$ cat config.mk
export PLATFORM = sky130hd
export DESIGN_NAME = rgb_to_hsv_converter
export DESIGN_NICKNAME = d
export VERILOG_FILES = /design/src/hw/rtl/hsv_pkg.sv /design/src/hw/rtl/hsv_divpipe.sv /design/src/hw/rtl/rgb_to_hsv_converter.sv
export SDC_FILE = /design/constraint.sdc
export NUM_CORES = 2
export LEC_CHECK = 0
export BUFFER_PORTS_ARGS = -buffer_cell sky130_fd_sc_hd__buf_2
export CORE_UTILIZATION = 69
export CTS_CLUSTER_DIAMETER = 150
export CTS_CLUSTER_SIZE = 25
export DETAILED_ROUTE_END_ITERATION = 10
export PLACE_DENSITY = 0.86
export SETUP_SLACK_MARGIN = 0.5
export SYNTH_ARGS = -nofsm -noshare
export SYNTH_HDL_FRONTEND = slang
export SYNTH_SLANG_ARGS = --single-unit
$ cat constraint.sdc
create_clock -name clk -period 19.42 [get_ports clk]
set_input_delay 1.942 -clock clk [delete_from_list [all_inputs] [get_ports clk]]
set_output_delay 1.942 -clock clk [all_outputs]
set_load 0.005 [all_outputs]
$ cat src/hw/rtl/hsv_pkg.sv
// ----------------------------------------------------------------------------
// hsv_pkg
// Shared widths, constants and word types of the RGB to HSV converter.
// ----------------------------------------------------------------------------
package hsv_pkg;

  localparam int CH_W        = 8;
  localparam int NUM_W       = 11;    // sextant numerator, up to 6 * 255
  localparam int QUO_W       = 15;    // quotient bits, one divider stage each
  localparam int DVD_W       = 23;    // dividend, up to 1530 * 3840
  localparam int HUE_W       = 15;
  localparam int SAT_W       = 13;
  localparam int SAT_SHIFT   = 12;    // Q0.12
  localparam int SEC_W       = 12;
  localparam logic [SEC_W-1:0] HUE_SECTOR_Q6 = 12'd3840;  // 60 degrees * 64

  // word entering the divider pipeline
  typedef struct packed {
    logic [DVD_W-1:0] hue_dvd;
    logic [CH_W-1:0]  hue_dvs;
    logic [DVD_W-1:0] sat_dvd;
    logic [CH_W-1:0]  sat_dvs;
    logic [CH_W-1:0]  value;
    logic             grey;
    logic             black;
  } div_word_t;

  // word held in each divider stage
  typedef struct packed {
    logic [DVD_W-1:0] hue_rem;
    logic [CH_W-1:0]  hue_dvs;
    logic [QUO_W-1:0] hue_quo;
    logic [DVD_W-1:0] sat_rem;
    logic [CH_W-1:0]  sat_dvs;
    logic [QUO_W-1:0] sat_quo;
    logic [CH_W-1:0]  value;
    logic             grey;
    logic             black;
  } div_stage_t;

endpackage

$ cat src/hw/rtl/hsv_divpipe.sv
// ----------------------------------------------------------------------------
// hsv_divpipe
// Two restoring dividers side by side, one quotient bit per register stage,
// with a valid bit per stage and a ready chain so bubbles close up.
// ----------------------------------------------------------------------------
module hsv_divpipe (
  input  logic               clk,
  input  logic               rst,
  input  logic               in_valid,
  output logic               in_ready,
  input  hsv_pkg::div_word_t in_word,
  output logic               out_valid,
  input  logic               out_ready,
  output hsv_pkg::div_stage_t out_word
);

  localparam int Depth = hsv_pkg::QUO_W;

  hsv_pkg::div_stage_t st [Depth];
  logic [Depth-1:0]    v;
  logic [Depth:0]      rdy;

  assign rdy[Depth] = out_ready;

  for (genvar i = 0; i < Depth; i++) begin : g_stage
    localparam int Sh = Depth - 1 - i;

    hsv_pkg::div_stage_t prev;
    hsv_pkg::div_stage_t nxt;
    logic                vin;
    logic [hsv_pkg::DVD_W-1:0] hue_trial;
    logic [hsv_pkg::DVD_W-1:0] sat_trial;

    if (i == 0) begin : g_first
      always_comb begin
        prev.hue_rem = in_word.hue_dvd;
        prev.hue_dvs = in_word.hue_dvs;
        prev.hue_quo = '0;
        prev.sat_rem = in_word.sat_dvd;
        prev.sat_dvs = in_word.sat_dvs;
        prev.sat_quo = '0;
        prev.value   = in_word.value;
        prev.grey    = in_word.grey;
        prev.black   = in_word.black;
      end
      assign vin = in_valid;
    end else begin : g_rest
      assign prev = st[i-1];
      assign vin  = v[i-1];
    end

    assign hue_trial = hsv_pkg::DVD_W'(prev.hue_dvs) << Sh;
    assign sat_trial = hsv_pkg::DVD_W'(prev.sat_dvs) << Sh;

    always_comb begin
      nxt = prev;
      if (prev.hue_rem >= hue_trial) begin
        nxt.hue_rem     = prev.hue_rem - hue_trial;
        nxt.hue_quo[Sh] = 1'b1;
      end
      if (prev.sat_rem >= sat_trial) begin
        nxt.sat_rem     = prev.sat_rem - sat_trial;
        nxt.sat_quo[Sh] = 1'b1;
      end
    end

    assign rdy[i] = !v[i] || rdy[i+1];

    always_ff @(posedge clk) begin
      if (rst) begin
        v[i] <= 1'b0;
      end else if (rdy[i]) begin
        v[i] <= vin;
      end
      if (rdy[i]) begin
        st[i] <= nxt;
      end
    end
  end

  assign in_ready  = rdy[0];
  assign out_valid = v[Depth-1];
  assign out_word  = st[Depth-1];

endmodule

$ cat src/hw/rtl/rgb_to_hsv_converter.sv
// An accepted word passes stages A, B and C, the divider stages and the output register.
// Throughput: one word per cycle while the output is not stalled; every stage holds its own valid bit.
// The depth is set by the dividers, which resolve one quotient bit a stage.
// Reset clears all valid bits; payload registers are not reset.
// ----------------------------------------------------------------------------
// rgb_to_hsv_converter
// Sextant RGB to HSV conversion: max/min, sextant numerator, constant
// multiply, then pipelined hue and saturation division.
// ----------------------------------------------------------------------------
module rgb_to_hsv_converter (
  input  logic        clk,
  input  logic        rst,
  input  logic        in_valid,
  output logic        in_stall,
  input  logic [7:0]  red,
  input  logic [7:0]  green,
  input  logic [7:0]  blue,
  output logic        out_valid,
  input  logic        out_stall,
  output logic [14:0] hue_deg_q6,
  output logic [12:0] sat_q12,
  output logic [7:0]  value_level,
  output logic        is_grey
);

  localparam int ChW  = hsv_pkg::CH_W;
  localparam int NumW = hsv_pkg::NUM_W;
  localparam int DvdW = hsv_pkg::DVD_W;

  // stage A: channels with max and min
  logic           va;
  logic [ChW-1:0] a_r, a_g, a_b, a_mx, a_mn;
  logic [ChW-1:0] in_mx, in_mn;

  // stage B: difference and sextant numerator
  logic            vb;
  logic [NumW-1:0] b_num;
  logic [ChW-1:0]  b_d, b_mx;
  logic            b_grey, b_black;

  // stage C: scaled hue and saturation dividends
  logic            vc;
  hsv_pkg::div_word_t c_word;

  logic rdy_a, rdy_b, rdy_c, rdy_o;
  logic div_in_ready, div_out_valid;
  hsv_pkg::div_stage_t div_out;

  logic [ChW-1:0]  d_a;
  logic [NumW-1:0] d_n, e_r, e_g, e_b, num_next;
  logic            r_max, g_max, b_max, r_min, g_min, b_min;

  always_comb begin
    in_mx = red;
    in_mn = red;
    if (green > in_mx) in_mx = green;
    if (blue > in_mx)  in_mx = blue;
    if (green < in_mn) in_mn = green;
    if (blue < in_mn)  in_mn = blue;
  end

  // sextant selection, ties go to the earlier test
  always_comb begin
    d_a   = a_mx - a_mn;
    d_n   = NumW'(d_a);
    e_r   = NumW'(a_mx - a_r);
    e_g   = NumW'(a_mx - a_g);
    e_b   = NumW'(a_mx - a_b);
    r_max = (a_r == a_mx);
    g_max = (a_g == a_mx);
    b_max = (a_b == a_mx);
    r_min = (a_r == a_mn);
    g_min = (a_g == a_mn);
    b_min = (a_b == a_mn);
    if (r_max && g_min) begin
      num_next = (d_n << 2) + d_n + e_b;
    end else if (r_max) begin
      num_next = d_n - e_g;
    end else if (g_max && b_min) begin
      num_next = d_n + e_r;
    end else if (g_max) begin
      num_next = (d_n << 1) + d_n - e_b;
    end else if (b_max && r_min) begin
      num_next = (d_n << 1) + d_n + e_g;
    end else begin
      num_next = (d_n << 2) + d_n - e_r;
    end
  end

  assign rdy_c    = !vc || div_in_ready;
  assign rdy_b    = !vb || rdy_c;
  assign rdy_a    = !va || rdy_b;
  assign in_stall = !rdy_a;

  always_ff @(posedge clk) begin
    if (rst) begin
      va <= 1'b0;
      vb <= 1'b0;
      vc <= 1'b0;
    end else begin
      if (rdy_a) va <= in_valid;
      if (rdy_b) vb <= va;
      if (rdy_c) vc <= vb;
    end
    if (rdy_a) begin
      a_r  <= red;
      a_g  <= green;
      a_b  <= blue;
      a_mx <= in_mx;
      a_mn <= in_mn;
    end
    if (rdy_b) begin
      b_num   <= num_next;
      b_d     <= d_a;
      b_mx    <= a_mx;
      b_grey  <= (a_mx == a_mn);
      b_black <= (a_mx == '0);
    end
    if (rdy_c) begin
      c_word.hue_dvd <= DvdW'(b_num * hsv_pkg::HUE_SECTOR_Q6);
      c_word.hue_dvs <= b_d;
      c_word.sat_dvd <= DvdW'(b_d) << hsv_pkg::SAT_SHIFT;
      c_word.sat_dvs <= b_mx;
      c_word.value   <= b_mx;
      c_word.grey    <= b_grey;
      c_word.black   <= b_black;
    end
  end

  hsv_divpipe u_div (
    .clk       (clk),
    .rst       (rst),
    .in_valid  (vc),
    .in_ready  (div_in_ready),
    .in_word   (c_word),
    .out_valid (div_out_valid),
    .out_ready (rdy_o),
    .out_word  (div_out)
  );

  // output register; grey forces hue to zero, black forces saturation to zero
  assign rdy_o = !out_valid || !out_stall;

  always_ff @(posedge clk) begin
    if (rst) begin
      out_valid <= 1'b0;
    end else if (rdy_o) begin
      out_valid <= div_out_valid;
    end
    if (rdy_o) begin
      hue_deg_q6  <= div_out.grey ? '0 : div_out.hue_quo[hsv_pkg::HUE_W-1:0];
      sat_q12     <= div_out.black ? '0 : div_out.sat_quo[hsv_pkg::SAT_W-1:0];
      value_level <= div_out.value;
      is_grey     <= div_out.grey;
    end
  end

endmodule

---- Word level (Yosys, flattened, before mapping) ----
Memory sizes are Yosys's and may differ from the RTL's.
Cells that the tools add are included.
operators by class
  add/subtract/negate cells ............... 42
  multipliers ............................. 1
  magnitude comparators ................... 34
  equality and inequality tests ........... 7
  multiplexer cells ....................... 99
  reduce and logical (&&, ||, !) cells .... 44
operators by type and width
  cell                                                            count
  23-bit 2-to-1 mux                                               30
  1-bit 2-to-1 mux                                                60
  8-bit equality test                                             7
  11-bit 2-to-1 mux                                               5
  23-bit by 10-bit greater-or-equal comparator with 1-bit output  2
  23-bit by 11-bit greater-or-equal comparator with 1-bit output  2
  23-bit by 12-bit greater-or-equal comparator with 1-bit output  2
  23-bit by 13-bit greater-or-equal comparator with 1-bit output  2
  23-bit by 14-bit greater-or-equal comparator with 1-bit output  2
  23-bit by 15-bit greater-or-equal comparator with 1-bit output  2
  23-bit by 16-bit greater-or-equal comparator with 1-bit output  2
  23-bit by 17-bit greater-or-equal comparator with 1-bit output  2
  23-bit by 18-bit greater-or-equal comparator with 1-bit output  2
  23-bit by 19-bit greater-or-equal comparator with 1-bit output  2
  23-bit by 20-bit greater-or-equal comparator with 1-bit output  2
  23-bit by 21-bit greater-or-equal comparator with 1-bit output  2
  23-bit by 8-bit greater-or-equal comparator with 1-bit output   2
  23-bit by 9-bit greater-or-equal comparator with 1-bit output   2
  23-bit by 10-bit subtractor with 23-bit output                  2
  23-bit by 11-bit subtractor with 23-bit output                  2
  23-bit by 12-bit subtractor with 23-bit output                  2
  23-bit by 13-bit subtractor with 23-bit output                  2
  23-bit by 14-bit subtractor with 23-bit output                  2
  23-bit by 15-bit subtractor with 23-bit output                  2
  other kinds (29)                                                85
word-level totals
  bits in registers ....................... 158
  bits in writable memories ............... 1,530
  input bits .............................. 28
  logic and storage cells ................. 266
  memories ................................ 1
memories
  name      words  bits a word  read ports  clocked after memory_dff  wr ports  line               source
  u_div.st  15     102          15          0                         15        hsv_divpipe.sv:19  hsv_pkg::div_stage_t st [Depth];

---- Depth between registers and ports, before layout ----
  word-level depth ........................ 21
  gate-level depth with buffers ........... 25

---- Hierarchy ----
A second synthesis with hierarchy kept.
unflattened totals
  cell total of the unflattened synthesis .. 5,495
  area, all modules ....................... 71,378.5 um2
modules (own cells, without submodules)
  module                instances  cells an instance  area an instance (um2)  seq. area each (um2)
  hsv_divpipe           1          4,267              59,219.3                39,938.3
  rgb_to_hsv_converter  1          1,228              12,159.2                4,254.1

---- Worst setup path after synthesis ----
Ideal clock, no wire load.
  kind .................................... input-to-output
  start ................................... input port out_stall
  end ..................................... output port in_stall
  data arrival time ....................... 7.496 ns
  data required time ...................... 17.478 ns
  slack ................................... 9.982 ns
  stages .................................. 9
  path buffers ............................ 0
  path through ............................ and3_1 > inv_1 > nor2_1 > nand2_1 > nor3_1 > nand3_1 > nor2_1 > nand2_1 > inv_1
between the ends
  longest elaborated chain between the ends .. 21
RTL lines
  element                          line                         source
  start: declaration               rgb_to_hsv_converter.sv:19   input logic out_stall,
  1-bit zero test                  rgb_to_hsv_converter.sv:142  assign rdy_o = !out_valid || !out_stall;
  1-bit logical OR                 rgb_to_hsv_converter.sv:142
  1-bit logical OR                 hsv_divpipe.sv:67            assign rdy[i] = !v[i] || rdy[i+1];
  via u_div.rdy[14]                hsv_divpipe.sv:21            logic [Depth:0] rdy;
  1-bit logical OR (4 in series)   hsv_divpipe.sv:67
  via u_div.rdy[10]                hsv_divpipe.sv:21
  1-bit logical OR (10 in series)  hsv_divpipe.sv:67
  1-bit logical OR                 rgb_to_hsv_converter.sv:90   assign rdy_c = !vc || div_in_ready;
  via rdy_c                        rgb_to_hsv_converter.sv:45   logic rdy_a, rdy_b, rdy_c, rdy_o;
  1-bit logical OR                 rgb_to_hsv_converter.sv:91   assign rdy_b = !vb || rdy_c;
  1-bit logical OR                 rgb_to_hsv_converter.sv:92   assign rdy_a = !va || rdy_b;
  1-bit zero test                  rgb_to_hsv_converter.sv:93   assign in_stall = !rdy_a;
  end: declaration                 rgb_to_hsv_converter.sv:14   output logic in_stall,
The timed path passes the listed nets, and every way through them passes these cells.

---- Worst setup path in the final report ----
Ends and elaborated chain as after synthesis.

==> run summary <==
CTS Buffer Depth - 3
Setup Skew - 0.0421 ns
CTS sink count - 1086
Worst R2R End - b_num[10]
NumNets Final - 5310
Fillers - 5122
CP Data Required Time - 17.48 ns
Worst-path cell chain - buf_2 -> and3_1 -> inv_1 -> nor2_1 -> nand2_4 -> nor3_1 -> nand3_1 -> buf_4 -> nor2_1 -> nand2_1 -> buf_4 -> inv_1 -> buf_2
WL final - 108000 um
CTS Buf Count - 49
Avg Cell Area, Syn - 11.9 um^2
Post-CTS Setup Bufs - 0
Top Metal Used - met4
Post-CTS sizing - 0
Share of layout cells above drive strength 1 - 5.13%
CTS tree - done
Arr. time, crit path - 5.78 ns
Sequential area share after synthesis - 56.9%
Total GRT Usage - 26.0%
GPL Wtd Cong - 0.945
DR vias - 35600
Max incr delay on CP - 1.01 ns
Commonest cells after routing, fill and taps aside - edfxtp_1, inv_1, nor2_1
Post-Synthesis Cell Area - 0.0570 mm^2
Die area - 0.0837 mm^2
Tcrit/Tclk final - 39.8%
Pin count of the biggest net entering global routing - 89
Layout area overhead - 5.41%
Non-Filler Instances - 5967
Hold Crit Class - reg -> reg
Worst hold start - u_div.st[0][578]
DRT Pass-1 Iters - 6
Yosys top cell by area - edfxtp_1
Vias in the first global route - 35900
Fin. max-slew vios - 0
Worst-Margin Slew - 1.31 ns
Placed insts - 5876
RSZ-0062 raised after global routing - false
Flop-to-flop setup slack - 13.22 ns
Hold Path End - u_div.st[0][680]
Worst r2r src - a_mx[0]
Die height - 289 um
Hold_buf cts - 0
DR WL/cell - 18.0 um
Clk root buf - clkbuf_16
Syn_nets - 5236
Hold Path Cell Cnt - 0
Final setup viols - 0
Via density - 5.96
Mapped Cells - 4784
Crit path kind - in -> out
First-pass GRT wire length - 174000 um
Yosys warning total - 0
Max Cap Viol - 0
Buffers on Ports - 66
Crit. End Element - primary output
Status - completed
Library cells used by synthesis - 107
Fin crit period - 7.72 ns
Drt drc - 0
Initial Util - 69.6%
DR WL met2 - 57100 um
CORE AREA - 0.0818 mm^2
Initial antenna violation count - 1
CTS H-tree depth - 2
Seq cells post-synth - 1086
Critical path buffers and inverters - 6
Hpwl dp - 81400 um
DRT iter0 DRCs - 2358
Final-report hold violation count - 0
Post-synth EDFFs - 1067
Die X - 289 um
Crit path max-delay family - simple AND/OR/NAND/NOR gates
Worst skew pair latency - 0.66 ns
WL met1 - 42200 um
Primary FF master, synth - edfxtp_1
ANT cells - 0
Top cells by area, synth - edfxtp_1, ha_1, xnor2_1, inv_1, xor2_1
Met3 WL - 4400 um
I/O Pins - 67
Row Count - 105
CP max stage cell - nor3_1
Synth top area share - 56.2%
Worst setup SP type - input port
Normalized max-slew margin - 11.7%
Post-detailed-route count of antenna-violating nets - 0
Clock Pin Slew Worst Setup and Hold Paths - 0.09 ns
Grt ovf - 0
Worst Path Max Fanout - 79
Most common cell after layout, fill and taps aside - edfxtp_1
Max frequency - 0.129 GHz
Post-synth ARST share - 0%
Register-to-Register Path Depth - 22
Post-route setup TNS - 0 ns
==> stage by stage <==
| stage | setup WS [ns] | utilization, % | hold WS (ns) | instance area, um^2 |
|---|---|---|---|---|
| after floorplan | 9.98 | - | 0.400 | 57000 |
| final | 11.70 | 73.4 | 0.400 | 60100 |
| after global routing | 11.39 | 73.4 | 0.403 | 60100 |
| after global placement | 11.81 | 71.6 | 0.401 | 58600 |
| after CTS | 11.72 | 73.4 | 0.401 | 60100 |
| after detailed placement | 11.76 | 71.6 | 0.405 | 58600 |
==> flip-flops by register name, summed over array words and instances, names as in the netlist, 11 cells and up <==
signal,cells
hue_deg_q6,15
b_num,11
u_div.st,928
u_div.g_stage.vin,14
sat_q12,13
c_word,33
==> cells by family (layout without fill, tap and decap cells) <==
kind of cell             Yosys count  count (layout)  synth area share (%)
AO/OA/AOI/OAI                    883             883                  9.89
XOR/XNOR                         394             394                  6.18
adder cells (fa/ha/maj)          426             426                  10.1
buffers and inverters            599             712                  4.04
flip-flops                      1086            1086                  56.9
multiplexers                      57              57                  1.05
AND/OR/NAND/NOR                 1339            1339                  11.8
==> worst register-to-register path, stage by stage (launching register included) <==
cell	delay [ns]
edfxtp_1	0.48
inv_1	0.20
ha_1	0.18
inv_1	0.05
fa_1	0.48
a211oi_2	0.33
o21a_1	0.18
or2_1	0.43
inv_2	0.28
ha_1	0.39
a31oi_1	0.26
a32oi_1	0.22
o31a_2	0.43
nor2_1	0.10
a31oi_1	0.05
o211ai_1	0.25
ha_1	0.33
and3_1	0.19
a2111oi_0	0.36
o211ai_1	0.20
xnor2_1	0.20
o211ai_1	0.22
o221ai_2	0.14
==> routing by layer <==
metal	up-vias	GRT usage, %
li1	17300	-
met1	17000	29.9
met2	988	49.8
met3	242	2.55
met4	0	9.58
met5	-	0
==> worst max path at each step <==
stage	cells after the start	start	slack [ns]	to
after floorplan	9	out_stall	9.98	in_stall
after global placement	13	out_stall	11.81	in_stall
after detailed placement	13	out_stall	11.76	in_stall
after CTS	13	out_stall	11.72	in_stall
after global routing	13	out_stall	11.39	in_stall
final	13	out_stall	11.70	in_stall
==> final cells by class <==
| class | count | area (um^2) | share of cell area, % |
|---|---|---|---|
| Clock inverter | 4 | 87.6 | 0.146 |
| Tap cell | 1070 | 1340 | 2.23 |
| Multi-Input combinational cell | 3099 | 22300 | 37.2 |
| Inverter | 531 | 2000 | 3.32 |
| Timing Repair Buffer | 91 | 518 | 0.862 |
| Sequential cell | 1086 | 32400 | 54.0 |
| Clock buffer | 86 | 1370 | 2.27 |
==> cell usage after synthesis (all sizes together), types with 70 or more instances <==
cell,count
a21boi,80
a21o,71
a21oi,221
edfxtp,1067
ha,366
inv,531
nand2,297
nand2b,70
nand3,74
nor2,382
nor2b,109
nor3,92
nor4,71
o21ai,243
xnor2,227
xor2,164
Power is not shown: default switching activity piles up to over one toggle a cycle in this logic, so the estimate is an artifact.
